`src/hw/rtl/ist_pkg.sv`:
```
// Shared types and constants for the INI stream tokeniser.
// Used by ist_ctrl, ist_datapath and ini_stream_tokenizer; depends on nothing.
package ist_pkg;

   localparam int PENDING_DEPTH = 16;
   localparam int LINE_BITS     = 20;
   localparam int COLUMN_BITS   = 16;
   localparam int HELD_BITS     = $clog2(PENDING_DEPTH + 1);
   localparam int ADDR_BITS     = (PENDING_DEPTH > 1) ? $clog2(PENDING_DEPTH) : 1;

   localparam logic [7:0] CH_SEMI  = 8'h3B;
   localparam logic [7:0] CH_OPEN  = 8'h5B;
   localparam logic [7:0] CH_CLOSE = 8'h5D;
   localparam logic [7:0] CH_EQ    = 8'h3D;
   localparam logic [7:0] CH_CR    = 8'h0D;
   localparam logic [7:0] CH_LF    = 8'h0A;

   typedef enum logic [2:0] {
      K_SECTION_CHAR = 3'd0,
      K_NAME_CHAR    = 3'd1,
      K_VALUE_CHAR   = 3'd2,
      K_SECTION_DONE = 3'd3,
      K_NAME_DONE    = 3'd4,
      K_VALUE_DONE   = 3'd5,
      K_END          = 3'd6,
      K_ERROR        = 3'd7
   } kind_type;

   typedef enum logic [2:0] {
      E_NONE     = 3'd0,
      E_SYMBOL   = 3'd1,
      E_EARLY    = 3'd2,
      E_COMMENT  = 3'd3,
      E_LINE     = 3'd4,
      E_EMPTY    = 3'd5,
      E_OVERFLOW = 3'd6
   } err_type;

   // Source of the word loaded into the output register
   typedef enum logic [2:0] {
      OSEL_NONE,
      OSEL_DIRECT,
      OSEL_DRAIN,
      OSEL_HELD,
      OSEL_END
   } out_sel_type;

   typedef struct packed {
      logic        accept;
      out_sel_type out_sel;
      logic        out_last;
   } ctl_cmd_type;

   typedef struct packed {
      logic step_has_res;
      logic step_drain;
      logic step_end2;
      logic held_end2;
      logic drain_last;
   } dp_status_type;

endpackage

```
`src/hw/rtl/ist_ram.sv`:
```
// Generic single-write, single-read RAM with registered read data.
// No dependencies.
module ist_ram #(
   parameter  int WIDTH     = 8,
   parameter  int DEPTH     = 16,
   localparam int ADDR_BITS = (DEPTH > 1) ? $clog2(DEPTH) : 1
) (
   input  logic                 clock,
   input  logic                 we,
   input  logic [ADDR_BITS-1:0] waddr,
   input  logic [WIDTH-1:0]     wdata,
   input  logic [ADDR_BITS-1:0] raddr,
   output logic [WIDTH-1:0]     rdata
);

   logic [WIDTH-1:0] mem_ff [DEPTH];
   logic [WIDTH-1:0] rdata_ff;

   always_ff @(posedge clock) begin
      if (we) begin
         mem_ff[waddr] <= wdata;
      end
      rdata_ff <= mem_ff[raddr];
   end

   assign rdata = rdata_ff;

endmodule

```
`src/hw/rtl/ist_ctrl.sv`:
```
// Sequencer for the tokeniser: input handshake, output valid, word ordering.
// Depends on ist_pkg.
module ist_ctrl (
   input  logic                  clock,
   input  logic                  reset,
   input  logic                  req_valid,
   output logic                  req_ready,
   output logic                  rsp_valid,
   input  logic                  rsp_ready,
   input  ist_pkg::dp_status_type status,
   output ist_pkg::ctl_cmd_type   cmd
);
   import ist_pkg::*;

   typedef enum logic [1:0] {
      S_IDLE,
      S_DRAIN,
      S_FINAL,
      S_END2
   } state_type;

   state_type state_ff, state_in;
   logic      rsp_valid_ff, rsp_valid_in;
   logic      out_free;

   assign out_free  = !rsp_valid_ff || rsp_ready;
   assign req_ready = (state_ff == S_IDLE) && out_free;
   assign rsp_valid = rsp_valid_ff;

   always_comb begin
      state_in     = state_ff;
      cmd.accept   = 1'b0;
      cmd.out_sel  = OSEL_NONE;
      cmd.out_last = 1'b0;
      unique case (state_ff)
         S_IDLE: begin
            if (req_valid && out_free) begin
               cmd.accept = 1'b1;
               if (status.step_drain) begin
                  state_in = S_DRAIN;
               end else if (status.step_has_res) begin
                  cmd.out_sel  = OSEL_DIRECT;
                  cmd.out_last = !status.step_end2;
                  if (status.step_end2) begin
                     state_in = S_END2;
                  end
               end
            end
         end
         S_DRAIN: begin
            if (out_free) begin
               cmd.out_sel = OSEL_DRAIN;
               if (status.drain_last) begin
                  state_in = S_FINAL;
               end
            end
         end
         S_FINAL: begin
            if (out_free) begin
               cmd.out_sel  = OSEL_HELD;
               cmd.out_last = !status.held_end2;
               state_in     = status.held_end2 ? S_END2 : S_IDLE;
            end
         end
         S_END2: begin
            if (out_free) begin
               cmd.out_sel  = OSEL_END;
               cmd.out_last = 1'b1;
               state_in     = S_IDLE;
            end
         end
         default: state_in = S_IDLE;
      endcase
      if (cmd.out_sel != OSEL_NONE) begin
         rsp_valid_in = 1'b1;
      end else begin
         rsp_valid_in = rsp_valid_ff && !rsp_ready;
      end
   end

   always_ff @(posedge clock) begin
      if (reset) begin
         state_ff     <= S_IDLE;
         rsp_valid_ff <= 1'b0;
      end else begin
         state_ff     <= state_in;
         rsp_valid_ff <= rsp_valid_in;
      end
   end

endmodule

```
`src/hw/rtl/ist_datapath.sv`:
```
// Tokeniser datapath: parse state, position counters, held blank buffer, output word.
// Depends on ist_pkg and ist_ram.
module ist_datapath (
   input  logic                              clock,
   input  logic                              reset,
   input  logic [7:0]                        req_text_byte,
   input  logic                              req_at_end,
   input  ist_pkg::ctl_cmd_type              cmd,
   output ist_pkg::dp_status_type            status,
   output logic [2:0]                        rsp_kind,
   output logic [7:0]                        rsp_out_byte,
   output logic [2:0]                        rsp_error_code,
   output logic [ist_pkg::LINE_BITS-1:0]     rsp_line_number,
   output logic [ist_pkg::COLUMN_BITS-1:0]   rsp_column_number,
   output logic                              rsp_last_of_run
);
   import ist_pkg::*;

   typedef enum logic [2:0] {
      M_GEN,
      M_COMMENT,
      M_SECTION,
      M_PARAM,
      M_VALUE,
      M_END,
      M_ERROR
   } mode_type;

   localparam logic [LINE_BITS-1:0]   LINE_MAX = '1;
   localparam logic [COLUMN_BITS-1:0] COL_MAX  = '1;

   function automatic logic is_blank(input logic [7:0] c);
      return c == 8'h20 || c == 8'h09 || c == 8'h0B || c == 8'h0C;
   endfunction

   function automatic logic is_alnum(input logic [7:0] c);
      return (c >= 8'h30 && c <= 8'h39) || (c >= 8'h41 && c <= 8'h5A)
          || (c >= 8'h61 && c <= 8'h7A);
   endfunction

   // parse state
   mode_type               mode_ff, mode_in;
   err_type                err_ff, err_in;
   logic [HELD_BITS-1:0]   held_ff, held_in;
   logic                   nonempty_ff, nonempty_in;
   logic [LINE_BITS-1:0]   line_ff, line_in;
   logic [COLUMN_BITS-1:0] col_ff, col_in;
   logic                   cr_ff, cr_in;

   // per-word snapshot
   kind_type               p_kind_ff;
   logic [7:0]             p_byte_ff;
   err_type                p_err_ff;
   logic                   end2_ff;
   logic [HELD_BITS-1:0]   drain_ff;
   logic [HELD_BITS-1:0]   idx_ff, idx_in;
   logic [LINE_BITS-1:0]   snap_line_ff;
   logic [COLUMN_BITS-1:0] snap_col_ff, snap_col;

   // output register
   kind_type               o_kind_ff;
   logic [7:0]             o_byte_ff;
   err_type                o_err_ff;
   logic [LINE_BITS-1:0]   o_line_ff;
   logic [COLUMN_BITS-1:0] o_col_ff;
   logic                   o_last_ff;

   // step decode
   logic                   has_res, end2, wr_en, tok, fail, newline, is_nl;
   kind_type               p_kind, tok_kind;
   logic [7:0]             p_byte;
   err_type                p_err, fail_code;
   logic [HELD_BITS-1:0]   drain;
   logic [COLUMN_BITS-1:0] col_up;
   logic [ADDR_BITS-1:0]   raddr;
   logic [7:0]             rdata;

   always_comb begin
      mode_in     = mode_ff;
      err_in      = err_ff;
      held_in     = held_ff;
      nonempty_in = nonempty_ff;
      line_in     = line_ff;
      col_in      = col_ff;
      cr_in       = cr_ff;
      has_res     = 1'b0;
      end2        = 1'b0;
      wr_en       = 1'b0;
      tok         = 1'b0;
      tok_kind    = K_NAME_CHAR;
      fail        = 1'b0;
      fail_code   = E_NONE;
      newline     = 1'b0;
      p_kind      = K_END;
      p_byte      = 8'd0;
      p_err       = E_NONE;
      drain       = '0;
      snap_col    = col_ff;
      col_up      = (col_ff == COL_MAX) ? col_ff : col_ff + 1'b1;
      is_nl       = req_text_byte == CH_CR || req_text_byte == CH_LF;

      if (mode_ff == M_END) begin
         has_res = 1'b1;
      end else if (mode_ff == M_ERROR) begin
         has_res = 1'b1;
         p_kind  = K_ERROR;
         p_err   = err_ff;
      end else if (req_at_end) begin
         if (mode_ff == M_SECTION || mode_ff == M_PARAM) begin
            fail      = 1'b1;
            fail_code = E_EARLY;
         end else begin
            has_res = 1'b1;
            mode_in = M_END;
            if (mode_ff == M_VALUE) begin
               p_kind  = K_VALUE_DONE;
               end2    = 1'b1;
               held_in = '0;
            end
         end
      end else if (cr_ff && req_text_byte == CH_LF) begin
         // second half of CRLF
         cr_in = 1'b0;
      end else begin
         cr_in    = req_text_byte == CH_CR;
         col_in   = col_up;
         snap_col = col_up;
         case (mode_ff)
            M_GEN: begin
               if (is_nl) begin
                  newline = 1'b1;
               end else if (req_text_byte == CH_SEMI) begin
                  mode_in = M_COMMENT;
               end else if (req_text_byte == CH_OPEN) begin
                  mode_in     = M_SECTION;
                  held_in     = '0;
                  nonempty_in = 1'b0;
               end else if (is_blank(req_text_byte)) begin
                  mode_in = M_GEN;
               end else if (is_alnum(req_text_byte)) begin
                  mode_in     = M_PARAM;
                  has_res     = 1'b1;
                  p_kind      = K_NAME_CHAR;
                  p_byte      = req_text_byte;
                  held_in     = '0;
                  nonempty_in = 1'b1;
               end else begin
                  fail      = 1'b1;
                  fail_code = E_SYMBOL;
               end
            end
            M_COMMENT: begin
               if (is_nl) begin
                  newline = 1'b1;
                  mode_in = M_GEN;
               end
            end
            M_SECTION: begin
               if (req_text_byte == CH_SEMI) begin
                  fail      = 1'b1;
                  fail_code = E_COMMENT;
               end else if (is_nl) begin
                  fail      = 1'b1;
                  fail_code = E_LINE;
               end else if (req_text_byte == CH_CLOSE) begin
                  if (nonempty_ff) begin
                     has_res = 1'b1;
                     p_kind  = K_SECTION_DONE;
                     held_in = '0;
                     mode_in = M_GEN;
                  end else begin
                     fail      = 1'b1;
                     fail_code = E_EMPTY;
                  end
               end else begin
                  tok      = 1'b1;
                  tok_kind = K_SECTION_CHAR;
               end
            end
            M_PARAM: begin
               if (req_text_byte == CH_SEMI) begin
                  fail      = 1'b1;
                  fail_code = E_COMMENT;
               end else if (is_nl) begin
                  fail      = 1'b1;
                  fail_code = E_LINE;
               end else if (req_text_byte == CH_EQ) begin
                  has_res     = 1'b1;
                  p_kind      = K_NAME_DONE;
                  held_in     = '0;
                  nonempty_in = 1'b0;
                  mode_in     = M_VALUE;
               end else begin
                  tok      = 1'b1;
                  tok_kind = K_NAME_CHAR;
               end
            end
            default: begin
               if (is_nl || req_text_byte == CH_SEMI) begin
                  has_res = 1'b1;
                  p_kind  = K_VALUE_DONE;
                  held_in = '0;
                  newline = is_nl;
                  mode_in = is_nl ? M_GEN : M_COMMENT;
               end else begin
                  tok      = 1'b1;
                  tok_kind = K_VALUE_CHAR;
               end
            end
         endcase

         if (tok) begin
            if (is_blank(req_text_byte)) begin
               if (nonempty_ff) begin
                  if (held_ff >= HELD_BITS'(PENDING_DEPTH)) begin
                     fail      = 1'b1;
                     fail_code = E_OVERFLOW;
                  end else begin
                     wr_en   = 1'b1;
                     held_in = held_ff + 1'b1;
                  end
               end
            end else begin
               // held blanks go out first, then this byte
               drain       = held_ff;
               has_res     = 1'b1;
               p_kind      = tok_kind;
               p_byte      = req_text_byte;
               held_in     = '0;
               nonempty_in = 1'b1;
            end
         end

         if (newline) begin
            line_in = (line_ff == LINE_MAX) ? line_ff : line_ff + 1'b1;
            col_in  = '0;
         end
      end

      if (fail) begin
         mode_in = M_ERROR;
         err_in  = fail_code;
         has_res = 1'b1;
         p_kind  = K_ERROR;
         p_byte  = 8'd0;
         p_err   = fail_code;
         end2    = 1'b0;
      end
   end

   assign status.step_has_res = has_res;
   assign status.step_drain   = drain != '0;
   assign status.step_end2    = end2;
   assign status.held_end2    = end2_ff;
   assign status.drain_last   = (idx_ff + 1'b1) == drain_ff;

   always_comb begin
      if (cmd.accept) begin
         idx_in = '0;
      end else if (cmd.out_sel == OSEL_DRAIN) begin
         idx_in = idx_ff + 1'b1;
      end else begin
         idx_in = idx_ff;
      end
      // read data lines up with idx_ff on the following cycle
      raddr = (idx_in < HELD_BITS'(PENDING_DEPTH)) ? idx_in[ADDR_BITS-1:0] : '0;
   end

   ist_ram #(
      .WIDTH (8),
      .DEPTH (PENDING_DEPTH)
   ) u_held (
      .clock (clock),
      .we    (cmd.accept && wr_en),
      .waddr (held_ff[ADDR_BITS-1:0]),
      .wdata (req_text_byte),
      .raddr (raddr),
      .rdata (rdata)
   );

   always_ff @(posedge clock) begin
      if (reset) begin
         mode_ff     <= M_GEN;
         err_ff      <= E_NONE;
         held_ff     <= '0;
         nonempty_ff <= 1'b0;
         line_ff     <= '0;
         col_ff      <= '0;
         cr_ff       <= 1'b0;
         idx_ff      <= '0;
      end else begin
         idx_ff <= idx_in;
         if (cmd.accept) begin
            mode_ff     <= mode_in;
            err_ff      <= err_in;
            held_ff     <= held_in;
            nonempty_ff <= nonempty_in;
            line_ff     <= line_in;
            col_ff      <= col_in;
            cr_ff       <= cr_in;
         end
      end
   end

   always_ff @(posedge clock) begin
      if (cmd.accept) begin
         p_kind_ff    <= p_kind;
         p_byte_ff    <= p_byte;
         p_err_ff     <= p_err;
         end2_ff      <= end2;
         drain_ff     <= drain;
         snap_line_ff <= line_ff;
         snap_col_ff  <= snap_col;
      end
      case (cmd.out_sel)
         OSEL_DIRECT: begin
            o_kind_ff <= p_kind;
            o_byte_ff <= p_byte;
            o_err_ff  <= p_err;
            o_line_ff <= line_ff;
            o_col_ff  <= snap_col;
            o_last_ff <= cmd.out_last;
         end
         OSEL_DRAIN: begin
            o_kind_ff <= p_kind_ff;
            o_byte_ff <= rdata;
            o_err_ff  <= E_NONE;
            o_line_ff <= snap_line_ff;
            o_col_ff  <= snap_col_ff;
            o_last_ff <= cmd.out_last;
         end
         OSEL_HELD: begin
            o_kind_ff <= p_kind_ff;
            o_byte_ff <= p_byte_ff;
            o_err_ff  <= p_err_ff;
            o_line_ff <= snap_line_ff;
            o_col_ff  <= snap_col_ff;
            o_last_ff <= cmd.out_last;
         end
         OSEL_END: begin
            o_kind_ff <= K_END;
            o_byte_ff <= 8'd0;
            o_err_ff  <= E_NONE;
            o_line_ff <= snap_line_ff;
            o_col_ff  <= snap_col_ff;
            o_last_ff <= cmd.out_last;
         end
         default: begin
            o_kind_ff <= o_kind_ff;
         end
      endcase
   end

   assign rsp_kind          = o_kind_ff;
   assign rsp_out_byte      = o_byte_ff;
   assign rsp_error_code    = o_err_ff;
   assign rsp_line_number   = o_line_ff;
   assign rsp_column_number = o_col_ff;
   assign rsp_last_of_run   = o_last_ff;

endmodule

```
`src/hw/rtl/ini_stream_tokenizer.sv`:
```
// Top level of the INI stream tokeniser.
// Depends on ist_pkg, ist_ctrl and ist_datapath.
//
// Input channel (req_): one text byte per word, or an end marker with
// req_at_end high. Output channel (rsp_): tagged token words carrying kind,
// character, error code and line/column position; rsp_last_of_run marks the
// final word caused by one input word.
// Throughput: an input word that causes at most one output word is taken
// every cycle while the receiver keeps up. A byte that releases held
// trailing blanks keeps req_ready low while the blank buffer, which has a
// registered read port, is read out one entry per cycle while the receiver
// keeps up, and then while the byte goes out; the value done plus end pair
// at end of input goes out as two words. A word with no blanks ahead of it
// appears in the cycle after its input; held blanks leave via the drain state.
// Reset clears the parse state and counters; the block then expects the
// start of a line. The blank buffer needs no clearing.
// When the receiver stalls, the output word holds and req_ready stays low
// until the output register can be reloaded; nothing is dropped. After end
// or an error every further input word returns one end or error word.
module ini_stream_tokenizer (
   input  logic                            clock,
   input  logic                            reset,
   input  logic                            req_valid,
   output logic                            req_ready,
   input  logic [7:0]                      req_text_byte,
   input  logic                            req_at_end,
   output logic                            rsp_valid,
   input  logic                            rsp_ready,
   output logic [2:0]                      rsp_kind,
   output logic [7:0]                      rsp_out_byte,
   output logic [2:0]                      rsp_error_code,
   output logic [ist_pkg::LINE_BITS-1:0]   rsp_line_number,
   output logic [ist_pkg::COLUMN_BITS-1:0] rsp_column_number,
   output logic                            rsp_last_of_run
);
   import ist_pkg::*;

   ctl_cmd_type   cmd;
   dp_status_type status;

   ist_ctrl u_ctrl (
      .clock     (clock),
      .reset     (reset),
      .req_valid (req_valid),
      .req_ready (req_ready),
      .rsp_valid (rsp_valid),
      .rsp_ready (rsp_ready),
      .status    (status),
      .cmd       (cmd)
   );

   ist_datapath u_dp (
      .clock             (clock),
      .reset             (reset),
      .req_text_byte     (req_text_byte),
      .req_at_end        (req_at_end),
      .cmd               (cmd),
      .status            (status),
      .rsp_kind          (rsp_kind),
      .rsp_out_byte      (rsp_out_byte),
      .rsp_error_code    (rsp_error_code),
      .rsp_line_number   (rsp_line_number),
      .rsp_column_number (rsp_column_number),
      .rsp_last_of_run   (rsp_last_of_run)
   );

endmodule
```
`config.mk`:
```
export PLATFORM = sky130hd
export DESIGN_NAME = ini_stream_tokenizer
export DESIGN_NICKNAME = d
export VERILOG_FILES = /design/src/hw/rtl/ist_pkg.sv /design/src/hw/rtl/ist_ram.sv /design/src/hw/rtl/ist_ctrl.sv /design/src/hw/rtl/ist_datapath.sv /design/src/hw/rtl/ini_stream_tokenizer.sv
export SDC_FILE = /design/constraint.sdc
export NUM_CORES = 1
export LEC_CHECK = 0
export BUFFER_PORTS_ARGS = -buffer_cell sky130_fd_sc_hd__buf_4
export CAP_MARGIN = 40
export CORE_ASPECT_RATIO = 2
export CORE_UTILIZATION = 35
export CTS_CLUSTER_SIZE = 25
export DETAILED_ROUTE_END_ITERATION = 6
export SLEW_MARGIN = 20
export SYNTH_ARGS = -nofsm -noshare
export SYNTH_HDL_FRONTEND = slang
export SYNTH_SLANG_ARGS = --single-unit
export TNS_END_PERCENT = 100
```
`constraint.sdc`:
```
create_clock -name clock -period 7.2 [get_ports clock]
set_input_delay 0.36 -clock clock [delete_from_list [all_inputs] [get_ports clock]]
set_output_delay 0.36 -clock clock [all_outputs]
set_load 0.005 [all_outputs]
```
==> reports/results.ini, run 1 <==
[outcome]
status = complete, but fails checks
violations = DRC

[cts]
clock_path_buffers = 3
ctsHoldBuffers = 0
clk_pin_slew_ns = 0.07
clock_sinks = 300
cts_buffers = 27
tritoncts = built
cts_resized = 0
ctsHtreeMaxLevel = 1
root_buffer = clkbuf_16
cts_setup_buffers = 0
insertion_delay_ns = 0.56

[routing]
wirelength_um = 36200
dr.first_iter.drc_count = 748
ant_nets = 0
drt-vias-per-instance = 5.57
routedWlPerCell_um = 21.3
drt_pass1_iterations = 7
drcViolationCount = 3
vias = 9489

[power_and_ir_drop]
finalPower_mw = 4.89
p_leak_nw = 5.45
p_per_area_nw_per_um2 = 317
peakVddDrop_mv = 0.160

[floorplan]
die_height_um = 280
die-width_um = 141
core_um2 = 37900
row_count = 101
ios = 66
dieArea_um2 = 39300
initial_core_util_pct = 35.5

[place]
portBuffers = 65
dp_hpwl_um = 25800
dp.cells = 1651
gp_congestion = 0.947
dpl_worst_slack_ns = 2.97

[global_route]
grt_max_degree = 66
grt_pass1_wl_um = 55200
gr-usage-all-layers_pct = 18.5
grt_antenna_before_repair = 0
gr-total-overflow = 0
first_global_vias = 9445

[critical_path]
worstSetupPathType = reg -> reg
cp_cell_sequence = nor2_1 > nand3_2 > inv_2 > buf_4 > buf_16 > o22a_1 > o211ai_2 > buf_4 > o221ai_1 > o22ai_1 > or4_1
worst_setup_path_end_kind = flop
critPathArrivalTime_ns = 4.44
critPathRequiredTime_ns = 7.64
cp_max_fo = 51
cpPeakStageDelay_ns = 0.59
start_kind = flop
critPathSlowestCell = o22a_1
crit_top_cell = buf_4

[logic_synthesis]
synthCells = 1156
async_flop_share_pct = 0
postSynthAreaPerCell_um2 = 11.7
yosys_warnings = 0
yosys_register_bits = 300
syn-num-nets = 1176
netlist-cell-type-count = 86
synth_top_flop_cell = edfxtp_1
synth_edf_count = 235
yosysSeqAreaShare_pct = 62.0
syn_area_um2 = 13500

[sta]
relSlewSlack_pct = 38.6
rsz0062_at_grt = false
worst_pin_slew_ns = 0.921
setup_viol = 0
timing.fmax_mhz = 250
finalWorstSetupSlack_ns = 3.20
drv_slew = 0
final.setup_skew_ns = 0.0118
setup_tns_ns = 0
period_share_pct = 55.6
finalHoldViolations = 0
min_period_ns = 4.00

[cells_and_area]
fill_cells = 3608
fin_nets = 1240
fin_cells = 1703
areaGrowthSynthToFinish_pct = 14.6
diodes = 0
final_util_pct = 40.7
drive_gt1_share_pct = 15.9

[min_path]
hold_path.class = in -> reg

[flow_run]
drv_cap = 0

==> final cells by class <==
type	count	area [µm²]	area share [%]
Clock buffer	39	793	5.14
Tap cell	463	579	3.75
Sequential cell	300	8360	54.1
Inverter	18	67.6	0.438
Clock inverter	10	78.8	0.511
Multi-Input combinational cell	774	4790	31.0
Timing Repair Buffer	99	776	5.02
==> worst max-delay path: cells and delay by family, from the launching register on <==
family,cells,cell delay [ns]
AO/OA/AOI/OAI,4,1.14
flip-flops,1,0.39
buffers and inverters,4,1.00
AND/OR/NAND/NOR,3,1.29
==> worst paths after layout <==
| check | from | end | slack (ns) | depth (start not counted) |
|---|---|---|---|---|
| hold / removal | req_valid | u_ctrl.state_ff[1] | 0.18 | 3 |
| setup / recovery | u_ctrl.state_ff[1] | u_dp.u_held.rdata[7] | 3.20 | 11 |
| setup reg to reg | u_ctrl.state_ff[1] | u_dp.u_held.rdata[7] | 3.20 | 11 |
| hold reg to reg | u_dp.err_ff[0] | u_dp.err_ff[0] | 0.48 | 2 |
==> routing by layer <==
metal / vias to the layer above / wire [µm] / global-route usage (%)
met1: 4599 / 12600 / 18.5
met2: 307 / 20000 / 36.1
met4: 0 / 2360 / 11.9
li1: 4475 / - / -
met3: 108 / 1320 / 1.66
met5: - / 0 / 0
==> registers in the layout, summed over array words and instances, names as in the netlist, 5 cells and up <==
name and cells:
u_dp.line_ff 20, u_dp.rsp_out_byte 8, u_dp.snap_col_ff 16, u_dp.p_byte_ff 8, u_dp.u_held.mem_ff 128, u_dp.rsp_column_number 16, u_dp.held_ff 5, u_dp.u_held.rdata 8
u_dp.snap_line_ff 20, u_dp.idx_ff 5, u_dp.rsp_line_number 20, u_dp.drain_ff 5, u_dp.col_ff 16
==> cell usage after synthesis, drive strengths merged, types with 13 or more instances <==
master	count	area [µm²]
nand2b	13	81.3
and3	32	200
o21ai	41	205
nand2	152	587
mux2	15	169
buf	22	141
mux2i	18	180
edfxtp	235	7060
clkbuf	42	158
nor3	46	235
xor2	15	131
xnor2	24	210
a21oi	53	269
nor2	97	369
dfxtp	65	1300
o221ai	17	149
nand3	39	200
o22ai	29	188
inv	18	67.6
==> through the flow <==
stage	instance area (µm²)	hold WS [ns]
floorplan	13500	0.450
global placement	14400	0.464
detailed placement	14500	0.470
CTS	15400	0.159
global route	15400	0.160
finish	15400	0.185
==> cell families after synthesis <==
group	after synthesis	share of synthesized area [%]
multiplexers	33	2.59
AO/OA/AOI/OAI	231	12.1
flip-flops	300	62.0
XOR/XNOR	39	2.53
buffers and inverters	82	2.72
AND/OR/NAND/NOR	464	17.4
adder cells (fa/ha/maj)	7	0.650
==> placed cells by master (no fill, tap or decap), types with 8 or more instances in the layout <==
| cell | instances |
|---|---|
| mux2_2 | 15 |
| a222oi_1 | 8 |
| xor2_1 | 15 |
| and3_1 | 32 |
| nand2_1 | 151 |
| xnor2_1 | 24 |
| edfxtp_1 | 235 |
| inv_1 | 17 |
| nor2b_1 | 11 |
| nor2_1 | 93 |
| and2_1 | 12 |
| clkbuf_16 | 29 |
| nand2b_1 | 13 |
| o21ai_0 | 36 |
| dfxtp_1 | 65 |
| o221ai_1 | 17 |
| o22ai_1 | 27 |
| nor3_1 | 44 |
| nand3_1 | 38 |
| a21oi_1 | 51 |
| o211ai_1 | 9 |
| mux2i_1 | 18 |
| or3_1 | 8 |
| buf_4 | 89 |
| or4_1 | 11 |
==> power by group <==
group | switching (mW) | internal, mW | leakage (nW)
Combinational | 0.678 | 0.443 | 2.29
Clock | 0.653 | 0.774 | 0.417
Sequential | 0.126 | 2.21 | 2.74
Total | 1.46 | 3.43 | 5.45
Note: power is estimated with default switching activity, not from simulation.
==> run 2: changes to the inputs <==
Clock period 7.2 ns to 4.1 ns, I/O delays scaled along.
==> run 2 against run 1 <==
The flow now finishes without violations. Via count grew 0.16%. Final area grew 0.71%. Flip-flop and latch count is the same. Largest cell class unchanged.
==> reports/results.ini, run 2 (synthesized netlist as in run 1, its figures left out) <==
[outcome]
status = finished, final reports clean

[routing]
ant_nets = 0  ; unchanged
drcViolationCount = 0  ; -3
routedWlPerCell_um = 21.9  ; +2.7%
drt_pass1_iterations = 5  ; -2
wirelength_um = 37700  ; +4.1%
dr.first_iter.drc_count = 560  ; -25%
vias = 9504  ; +0.16%
drt-vias-per-instance = 5.50  ; -1.2%

[floorplan]
row_count = 101  ; unchanged
core_um2 = 37900  ; unchanged
initial_core_util_pct = 35.5  ; unchanged
dieArea_um2 = 39300  ; unchanged
ios = 66  ; unchanged
die_height_um = 280  ; unchanged
die-width_um = 141  ; unchanged

[cells_and_area]
fin_cells = 1727  ; +1.4%
drive_gt1_share_pct = 16.5  ; +0.65 points
final_common_cell = edfxtp_1
diodes = 0  ; unchanged
largest_reg_flops = 128  ; unchanged
fin_nets = 1263  ; +1.9%
areaGrowthSynthToFinish_pct = 15.4
top_register = u_dp.u_held.mem_ff
layout_common_cells = edfxtp_1 (235), nand2_1 (151), buf_4 (114)

[critical_path]
cp-endpoint = u_dp.rsp_column_number[13]
timing.rr.end = u_dp.rsp_column_number[13]
start_kind = flop
worstSetupPathType = reg -> reg
worst_setup_path_end_kind = flop
critPathRequiredTime_ns = 4.36  ; -3.28 ns
critPathArrivalTime_ns = 3.65  ; -0.79 ns
cp_max_fo = 36  ; -29%
crit_start = u_dp.mode_ff[1]
r2r-start = u_dp.mode_ff[1]
rr_worst_depth = 10  ; -1
r2r_slack_ns = 0.71  ; -2.49 ns

[place]
dp_hpwl_um = 27700  ; +7.5%
gp_congestion = 0.950  ; +0.36%
portBuffers = 65  ; unchanged
dp.cells = 1673  ; +1.3%

[cts]
cts_buffers = 28  ; +3.7%
clk_pin_slew_ns = 0.06  ; about the same
cts_setup_buffers = 0  ; unchanged
tritoncts = built
insertion_delay_ns = 0.57  ; about the same
root_buffer = clkbuf_16
clock_path_buffers = 3  ; unchanged
ctsHtreeMaxLevel = 1  ; unchanged
clock_sinks = 300  ; unchanged

[global_route]
gr-usage-all-layers_pct = 19.3  ; +0.82 points
gr-total-overflow = 0  ; unchanged
first_global_vias = 9685  ; +2.5%
grt_max_degree = 54  ; -18%
grt_antenna_before_repair = 0  ; unchanged
grt_pass1_wl_um = 57300  ; +3.7%

[power_and_ir_drop]
p_leak_nw = 5.54  ; +1.7%
peakVddDrop_mv = 0.467  ; +190%
p_per_area_nw_per_um2 = 555  ; +75%

[flow_run]
drv_cap = 0  ; unchanged

[sta]
finalHoldViolations = 0  ; unchanged
setup_viol = 0  ; unchanged
timing.fmax_mhz = 295  ; +18%
min_period_ns = 3.39  ; -0.613 ns
setup_tns_ns = 0  ; unchanged
final.setup_skew_ns = 0.0145  ; +0.00276 ns
period_share_pct = 82.7  ; +27 points
rsz0062_at_grt = false
worst_pin_slew_ns = 0.915  ; -0.00611 ns
drv_slew = 0  ; unchanged
relSlewSlack_pct = 38.5  ; -0.14 points

[min_path]
hold_path.class = in -> reg

run 2: cell types whose count changed in the layout (fill, tap and decap cells not counted), moves of 2 or more:
cell / delta
clkinv_1: +9
clkbuf_8: -3
dlygate4sd3_1: +2
buf_4: +25
buf_6: -3
clkinvlp_4: -4
clkinv_2: +2
clkbuf_1: -2
run 2: layout make-up:
| type | instances | area (µm²) |
|---|---|---|
| fillers | 3674 | 22400 |
| flip-flops and latches | 300 | 8360 |
| multi-input cells | 774 | 4780 |
| repair buffers | 121 | 917 |
| well taps | 463 | 579 |
| clock inverters | 18 | 133 |
| inverters | 18 | 67.6 |
| clock buffers | 33 | 719 |
run 2: metrics by stage:
step                      util (%)  hold slack (ns)  power, mW  cell area (µm²)  worst slack [ns]
final                         41.0           0.0317       8.62            15500             0.711
after global routing          41.0           0.0160       9.01            15500             0.454
after CTS                     41.0          0.00327       8.72            15500             0.727
after detailed placement      38.7            0.470       6.28            14700             0.757
after global placement        38.6            0.459       6.24            14600             0.753
after floorplan                  -            0.304       5.18            13500            0.0748
run 2: timing repair:
item                                    4_1_cts  5_1_grt
hold buffers                                  2        0
hold endpoints to repair                     18        0
endpoints found under the setup margin        0        0
gates resized for setup                       0        0
run 2: where the power goes:
part	switching, mW	internal [mW]	total, mW
Sequential	0.205	3.89	4.10
Clock	1.12	1.32	2.44
Combinational	1.29	0.801	2.09
Total	2.61	6.01	8.62
run 2: how the worst min path moves through the flow:
stage / startpoint / to / slack, ns / depth (start not counted)
2_1_floorplan: req_text_byte[0] / u_dp.u_held.mem_ff[0][0] / 0.30 / 0
3_3_place_gp: u_dp.err_ff[2] / u_dp.err_ff[2] / 0.46 / 2
3_5_place_dp: u_dp.cr_ff / u_dp.cr_ff / 0.47 / 2
4_1_cts: req_text_byte[4] / u_dp.u_held.mem_ff[0][4] / 0.003 / 1
5_1_grt: req_text_byte[4] / u_dp.u_held.mem_ff[0][4] / 0.02 / 1
6_report: req_text_byte[4] / u_dp.u_held.mem_ff[0][4] / 0.03 / 1
run 2: critical path, cell delays in order (launching register included):
cell      delay (ns)
dfxtp_1         0.74
xor2_1          0.23
a21oi_1         0.56
nand2_8         0.16
nor4_1          0.28
buf_4           0.21
nor2_1          0.06
a311oi_2        0.27
buf_4           0.21
o21ai_4         0.05
buf_4           0.29
run 2: per-layer routing:
metal	routed length [µm]	part of all wire [%]	global-route usage [%]	up-vias
li1	-	-	-	4531
met1	12800	34	17.9	4626
met2	21300	57	38.9	247
met3	1260	3.3	2.60	100
met4	2350	6.2	11.8	0
met5	0	0	0	-
